### src/sv/rcmix_pkg.sv
`timescale 1ns / 1ps
`default_nettype none

package rcmix_pkg;

   // Input transaction: edge report or update request.
   typedef struct packed {
      logic [1:0]  mode;
      logic        pin_level;
      logic [31:0] time_us;
   } req_type;

   // Result transaction: one per update request.
   typedef struct packed {
      logic               valid_res;
      logic [1:0]         status;
      logic signed [23:0] left_wheel;
      logic signed [23:0] right_wheel;
   } rsp_type;

   localparam logic [1:0] MODE_THROTTLE = 2'd0;
   localparam logic [1:0] MODE_STEER    = 2'd1;
   localparam logic [1:0] MODE_UPDATE   = 2'd2;

   localparam logic [1:0] STATUS_OK    = 2'd0;
   localparam logic [1:0] STATUS_LOST  = 2'd1;
   localparam logic [1:0] STATUS_RANGE = 2'd2;

   localparam int PADDR_W = 5;

   localparam logic [2:0] REG_TARGET_SPAN  = 3'd0;
   localparam logic [2:0] REG_MAX_SPEED    = 3'd1;
   localparam logic [2:0] REG_DEAD_ZONE    = 3'd2;
   localparam logic [2:0] REG_RAMP_LINEAR  = 3'd3;
   localparam logic [2:0] REG_RAMP_TURN    = 3'd4;
   localparam logic [2:0] REG_MIX_GAIN     = 3'd5;
   localparam logic [2:0] REG_LOSS_TIMEOUT = 3'd6;

   localparam logic [14:0] RST_TARGET_SPAN  = 15'd1000;
   localparam logic [14:0] RST_MAX_SPEED    = 15'd1000;
   localparam logic [14:0] RST_DEAD_ZONE    = 15'd20;
   localparam logic [14:0] RST_RAMP_LINEAR  = 15'd10;
   localparam logic [14:0] RST_RAMP_TURN    = 15'd10;
   localparam logic [15:0] RST_MIX_GAIN     = 16'd256;
   localparam logic [31:0] RST_LOSS_TIMEOUT = 32'd100000;

   localparam int WIDTH_MIN  = 900;
   localparam int WIDTH_MAX  = 2100;
   localparam int WIDTH_IDLE = 1500;
   localparam int MAP_LOW    = 1000;
   localparam int MAP_DIV    = 1000;

   localparam int TIME_BITS_DEFAULT        = 32;
   localparam int FILTER_FRAC_BITS_DEFAULT = 16;

   // Shared datapath sizes.
   localparam int MUL_B_W = 25;
   localparam int DIV_N_W = 55;
   localparam int DIV_D_W = 32;

endpackage

`default_nettype wire

### src/sv/rcmix_divider.sv
`timescale 1ns / 1ps
`default_nettype none

// Unsigned restoring divider, one quotient bit per cycle.
module rcmix_divider #(
   parameter int N_W = rcmix_pkg::DIV_N_W,
   parameter int D_W = rcmix_pkg::DIV_D_W
) (
   input  wire logic           clock,
   input  wire logic           reset,
   input  wire logic           start,
   input  wire logic [N_W-1:0] dividend,
   input  wire logic [D_W-1:0] divisor,
   output logic                done,
   output logic [N_W-1:0]      quotient
);

   localparam int CNT_W = $clog2(N_W + 1);

   logic [N_W-1:0]   quo_ff, quo_in;
   logic [D_W-1:0]   rem_ff, rem_in;
   logic [D_W-1:0]   den_ff, den_in;
   logic [CNT_W-1:0] cnt_ff, cnt_in;
   logic             busy_ff, busy_in;
   logic             done_ff, done_in;
   logic [D_W:0]     trial;
   logic [D_W:0]     trial_diff;

   assign trial      = {rem_ff, quo_ff[N_W-1]};
   assign trial_diff = trial - {1'b0, den_ff};

   always_comb begin
      quo_in  = quo_ff;
      rem_in  = rem_ff;
      den_in  = den_ff;
      cnt_in  = cnt_ff;
      busy_in = busy_ff;
      done_in = 1'b0;
      if (start) begin
         quo_in  = dividend;
         rem_in  = '0;
         den_in  = divisor;
         cnt_in  = CNT_W'(N_W - 1);
         busy_in = 1'b1;
      end else if (busy_ff) begin
         if (!trial_diff[D_W]) begin
            rem_in = trial_diff[D_W-1:0];
            quo_in = {quo_ff[N_W-2:0], 1'b1};
         end else begin
            rem_in = trial[D_W-1:0];
            quo_in = {quo_ff[N_W-2:0], 1'b0};
         end
         cnt_in = cnt_ff - CNT_W'(1);
         if (cnt_ff == '0) begin
            busy_in = 1'b0;
            done_in = 1'b1;
         end
      end
   end

   always_ff @(posedge clock) begin
      if (reset) begin
         busy_ff <= 1'b0;
         done_ff <= 1'b0;
         cnt_ff  <= '0;
      end else begin
         busy_ff <= busy_in;
         done_ff <= done_in;
         cnt_ff  <= cnt_in;
      end
      quo_ff <= quo_in;
      rem_ff <= rem_in;
      den_ff <= den_in;
   end

   assign done     = done_ff;
   assign quotient = quo_ff;

endmodule

`default_nettype wire

### config.mk
export PLATFORM = sky130hd
export DESIGN_NAME = rcmix_divider
export DESIGN_NICKNAME = d
export VERILOG_FILES = /design/src/sv/rcmix_pkg.sv /design/src/sv/rcmix_divider.sv
export SDC_FILE = /design/constraint.sdc
export NUM_CORES = 1
export LEC_CHECK = 0
export ABC_AREA = 0
export BUFFER_PORTS_ARGS = -buffer_cell sky130_fd_sc_hd__buf_2
export CORE_MARGIN = 1
export CORE_UTILIZATION = 42
export DETAILED_ROUTE_END_ITERATION = 7
export SYNTH_ARGS = -nofsm -noshare
export SYNTH_HDL_FRONTEND = slang
export SYNTH_SLANG_ARGS = --single-unit
### constraint.sdc
create_clock -name clock -period 3.46 [get_ports clock]
set_input_delay 0.346 -clock clock [delete_from_list [all_inputs] [get_ports clock]]
set_output_delay 0.346 -clock clock [all_outputs]
set_load 0.05 [all_outputs]
==> results of run 1 <==
routing by layer:
layer  vias up  share of wire  wire (µm)  track usage
li1       2790              -          -            -
met1      2760           0.45       7800        0.256
met2       183           0.46       8090        0.330
met3        19          0.075       1310       0.0707
met4         0          0.012        211       0.0612
met5         -              0          0            0
worst paths after layout:
path / from / endpoint / depth (start not counted)
worst max-delay path: quotient[54] / rem_ff[4] / 12
worst min-delay path: divisor[28] / den_ff[28] / 1
worst max register to register: quotient[54] / rem_ff[4] / 12
worst min register to register: rem_ff[6] / rem_ff[6] / 2
where the power goes:
group	leakage (nW)	switching, mW	total (mW)	internal [mW]
Clock	0.282	0.724	1.80	1.07
Sequential	1.19	0.0813	1.86	1.78
Combinational	2.15	0.694	1.06	0.368
Total	3.63	1.50	4.72	3.22
through the flow:
stage / utilization / total power, mW
2_1_floorplan: - / 2.70
3_3_place_gp: 0.488 / 2.93
3_5_place_dp: 0.488 / 2.95
4_1_cts: 0.522 / 4.76
5_1_grt: 0.522 / 4.94
6_report: 0.522 / 4.72
registers in the layout (all words and copies together) (netlist names):
name and cells:
done 1, den_ff 32, cnt_ff 6, rem_ff 32, quotient 55, busy_ff 1
worst max-delay path, cell delays in order, from the launching register on:
cell and delay, ns:
edfxtp_1 0.34, inv_1 0.07, ha_1 0.22, fa_1 0.42, nor2b_1 0.20, o2111ai_2 0.19
a31oi_4 0.27, o21ai_2 0.14, a21oi_4 0.34, xnor2_4 0.29, buf_4 0.27, nand2_1 0.08
a311oi_2 0.24
kinds of logic after synthesis:
kind of cell / synth area share
simple gates: 0.122
mux: 0.0844
xor+xnor: 0.0398
flops: 0.466
buf+inv: 0.0523
fa+ha+maj: 0.0608
compound gates: 0.175
cell usage in the layout (no fill, tap or decap), types with 10 or more instances in the layout:
cell type / instances
nand2_1: 72
a21o_1: 14
ha_1: 34
a311oi_2: 17
a21oi_1: 35
dfxtp_1: 39
xor2_1: 10
edfxtp_1: 87
nor2_1: 37
o21ai_0: 21
clkbuf_16: 17
xnor2_1: 17
mux2_2: 54
nand3_1: 29
inv_1: 45
nor3_1: 12
buf_2: 144
area by class of cell:
cell class,instances,area (µm²)
clock buffer,18,429
sequential,127,3410
multi-input combinational,467,3530
timing repair buffer,154,808
clock inverter,14,154
tap,220,275
inverter,46,173
fill,1541,8030
==> flow_summary.json, run 1 <==
{
  "status": "completed",
  "core-area_mm2": 0.0168,
  "crit_required_ns": 3.79,
  "num_vias": 5752,
  "die_w_um": 134,
  "synth_common_cells": "87 x edfxtp_1, 72 x nand2_1, 54 x mux2_2, 46 x inv_1, 40 x dfxtp_1",
  "slew_headroom": 0.470,
  "final_area_mm2": 0.00878,
  "p_leak_nw": 3.63,
  "synth_ff_type": "edfxtp_1",
  "setup_viol": 0,
  "synth_top_area_share": 0.357,
  "drc": 0,
  "dp_slack_ns": 0.302,
  "diodes": 0,
  "grt_pass1_vias": 5859,
  "drtAntennaViolNets": 0,
  "arrival_ns": 3.49,
  "cts_buffer_depth": 2,
  "start_util": 0.436,
  "final_cells": 1046,
  "die_area_mm2": 0.0180,
  "placed_area_mm2": 0.00820,
  "synth_cell_type_count": 75,
  "dp_hpwl_mm": 12.4,
  "tightest_slew_ns": 0.795,
  "finClkSkew_ns": 0.0145,
  "cts_resized": 0,
  "synth_fp_nets": 804,
  "fmax_mhz": 317,
  "yosys.area.top_type": "edfxtp_1",
  "hold_violations": 0,
  "hp-class": "in -> reg",
  "synth_edf_count": 87,
  "drive_gt1_frac": 0.334,
  "drt-total-wl_mm": 17.4,
  "drt_iter0_markers": 322,
  "grt-ovfl-total": 0,
  "cts_buffers": 17,
  "post-route-min-period_ns": 3.16,
  "grt_max_degree": 56,
  "synth_most_common_cell": "edfxtp_1",
  "worst_slack_ns": 0.301,
  "std_cell_rows": 47,
  "fin_tns_setup_ns": 0,
  "firstDrtPassIters": 8,
  "post_cts_buffers": 0,
  "whs_ns": 0.0910,
  "clk_latency_ns": 0.43,
  "antenna_found_initial": 1,
  "viasPerCell": 5.50,
  "cp-start-kind": "flip-flop",
  "rsz0062_at_grt": "no",
  "syn2layout_area_growth_pct": 19.9,
  "worst-path-max-fanout": 16,
  "endpoint_kind": "flip-flop",
  "fp.dieH_um": 134,
  "report.final.slew_viol_count": 0,
  "crit_type": "reg -> reg",
  "grt_pass1_wl_mm": 28.9,
  "r2r_setup_slack_ns": 0.30,
  "fin_crit_sh": 0.913,
  "cts_sinks": 127,
  "maxCapViolations": 0,
  "clkTransAtPathRegs_ns": 0.06,
  "yosys_warnings": 0,
  "async_flop_share": 0,
  "syn_area_mm2": 0.00733,
  "hold_buffers": 0,
  "vdd_drop_max_uv": 415,
  "numPortBuffers": 145,
  "ys_seq_elements": 127,
  "dpl.cell_count": 1014,
  "synthCells": 679,
  "avgSynthCellArea_um2": 10.8,
  "cts-root-buf": "clkbuf_16",
  "yosys-top-cells-area": "edfxtp_1 36%, dfxtp_1 11%, mux2_2 8.3%, ha_1 5.8%, nand2_1 3.7%",
  "power_density_mw_per_mm2": 537,
  "num_io_pins": 146,
  "ys_seq_area_frac": 0.466,
  "cts-htree-levels": 4,
  "tritoncts": "done",
  "wl_per_cell_um": 16.6,
  "place.gp.congestion": 0.866,
  "grt.total_usage": 0.204,
  "nNetsFinal": 938
}
(Power assumes the default switching activity.)
==> run 2: changes to the inputs <==
CTS_BUF_LIST = sky130_fd_sc_hd__clkbuf_4   (was unset)
==> flow_summary.json, run 2 (synthesis results as in run 1) <==
{
  "final_core_utilization": 0.525,
  "vdd_drop_max_uv": 353,
  "drt-total-wl_mm": 17.6,
  "grt_max_degree": 56,
  "crit_buf_inv": 2,
  "grt.total_usage": 0.204,
  "post-route-min-period_ns": 3.18,
  "drive_gt1_frac": 0.322,
  "holdPathStages": 2,
  "cts-root-buf": "clkbuf_4",
  "final_cells": 1080,
  "firstDrtPassIters": 5,
  "placed_area_mm2": 0.00820,
  "cts-htree-levels": 4,
  "cp-start-kind": "flip-flop",
  "viasPerCell": 5.41,
  "post_cts_buffers": 0,
  "std_cell_rows": 47,
  "cts_buffers": 17,
  "status": "completed",
  "cts_buffer_depth": 2,
  "drtAntennaViolNets": 0,
  "crit_type": "reg -> reg",
  "worst-path-max-fanout": 16,
  "tritoncts": "done",
  "crit_chain": "inv_1, ha_1, fa_1, nor2b_1, o2111ai_2, a31oi_4, o21ai_2, a21oi_4, xnor2_4, buf_4, nand2_1, a311oi_2",
  "grt-ovfl-total": 0,
  "crit_required_ns": 3.92,
  "syn2layout_area_growth_pct": 20.4,
  "place.gp.congestion": 0.866,
  "largest_reg_flops": 55,
  "clk_latency_ns": 0.56,
  "cts_sinks": 127,
  "final_area_mm2": 0.00882,
  "die_w_um": 134,
  "die_area_mm2": 0.0180,
  "arrival_ns": 3.64,
  "grt_pass1_wl_mm": 29.1,
  "p_leak_nw": 3.64,
  "antenna_found_initial": 2,
  "num_io_pins": 146,
  "fp.dieH_um": 134,
  "mostFrequentLayoutCell": "buf_2",
  "report.final.slew_viol_count": 0,
  "final_cell_mix": "144 x buf_2, 87 x edfxtp_1, 72 x nand2_1",
  "cp_top_family": "compound AO/OA/AOI/OAI gates",
  "maxCapViolations": 0,
  "worstReg2RegStart": "quotient[54]",
  "drt_iter0_markers": 324,
  "num_vias": 5844,
  "total_power_mw": 4.03,
  "slowest_delay_ns": 0.42,
  "drc": 0,
  "start_util": 0.436,
  "clkTransAtPathRegs_ns": 0.14,
  "core-area_mm2": 0.0168,
  "fin_crit_sh": 0.920,
  "whs_ns": 0.0735,
  "wl_per_cell_um": 16.3,
  "crit_path_top_delay_cell": "fa_1",
  "slew_headroom": 0.469,
  "fin_tns_setup_ns": 0,
  "min_to": "quotient[11]",
  "fmax_mhz": 314,
  "dp_slack_ns": 0.302,
  "worstReg2RegEnd": "rem_ff[4]",
  "dpl.cell_count": 1014,
  "nNetsFinal": 971,
  "setup_viol": 0,
  "endpoint_kind": "flip-flop",
  "tightest_slew_ns": 0.797,
  "finClkSkew_ns": 0.0272,
  "worst_slack_ns": 0.278,
  "rsz0062_at_grt": "no",
  "worst_r2r_path_depth": 12,
  "dp_hpwl_mm": 12.4,
  "grt_pass1_vias": 5975,
  "numPortBuffers": 145,
  "power_density_mw_per_mm2": 457,
  "min_from": "dividend[11]",
  "hp-class": "in -> reg",
  "r2r_setup_slack_ns": 0.28,
  "hold_violations": 0
}
==> run 2: cell types whose count changed in the layout (fill, tap and decap cells not counted), sizes merged <==
cell         delta
diode           +1
dlygate4sd3    +33
==> run 2: where the power goes <==
part | internal, mW | leakage, nW | switching [mW]
combinational | 0.392 | 2.29 | 0.698
clock | 0.449 | 0.154 | 0.633
sequential | 1.78 | 1.19 | 0.0813
==> run 2: repair_timing <==
action | CTS | global route
endpoints found under the hold margin | 39 | 0
resized for setup | 0 | 0
hold buffers | 33 | 0
setup endpoints to repair | 0 | 0
==> run 2: routing by layer <==
layer | wire, µm | global-route usage | vias to the layer above
li1 | - | - | 2855
met1 | 7880 | 0.259 | 2791
met2 | 8170 | 0.334 | 184
met3 | 1330 | 0.0642 | 14
met4 | 169 | 0.0581 | 0
met5 | 0 | 0 | -
==> run 2: worst max-delay path by stage <==
stage	start	depth (start not counted)	slack (ns)	end
final	quotient[54]	12	0.28	rem_ff[4]
after global routing	quotient[54]	11	0.09	rem_ff[15]
after CTS	quotient[54]	12	0.26	rem_ff[4]
after detailed placement	quotient[54]	12	0.30	rem_ff[4]
after global placement	den_ff[25]	10	0.43	rem_ff[5]
after floorplan	quotient[54]	12	0.34	rem_ff[10]
==> run 2: final cells by class <==
cell class	instances	area, µm²
Tap cell	220	275
Clock inverter	14	154
Sequential cell	127	3410
Clock buffer	18	135
Antenna cell	1	2.50
Multi-Input combinational cell	467	3530
Timing Repair Buffer	187	1140
Inverter	46	173
Fill cell	1554	8000
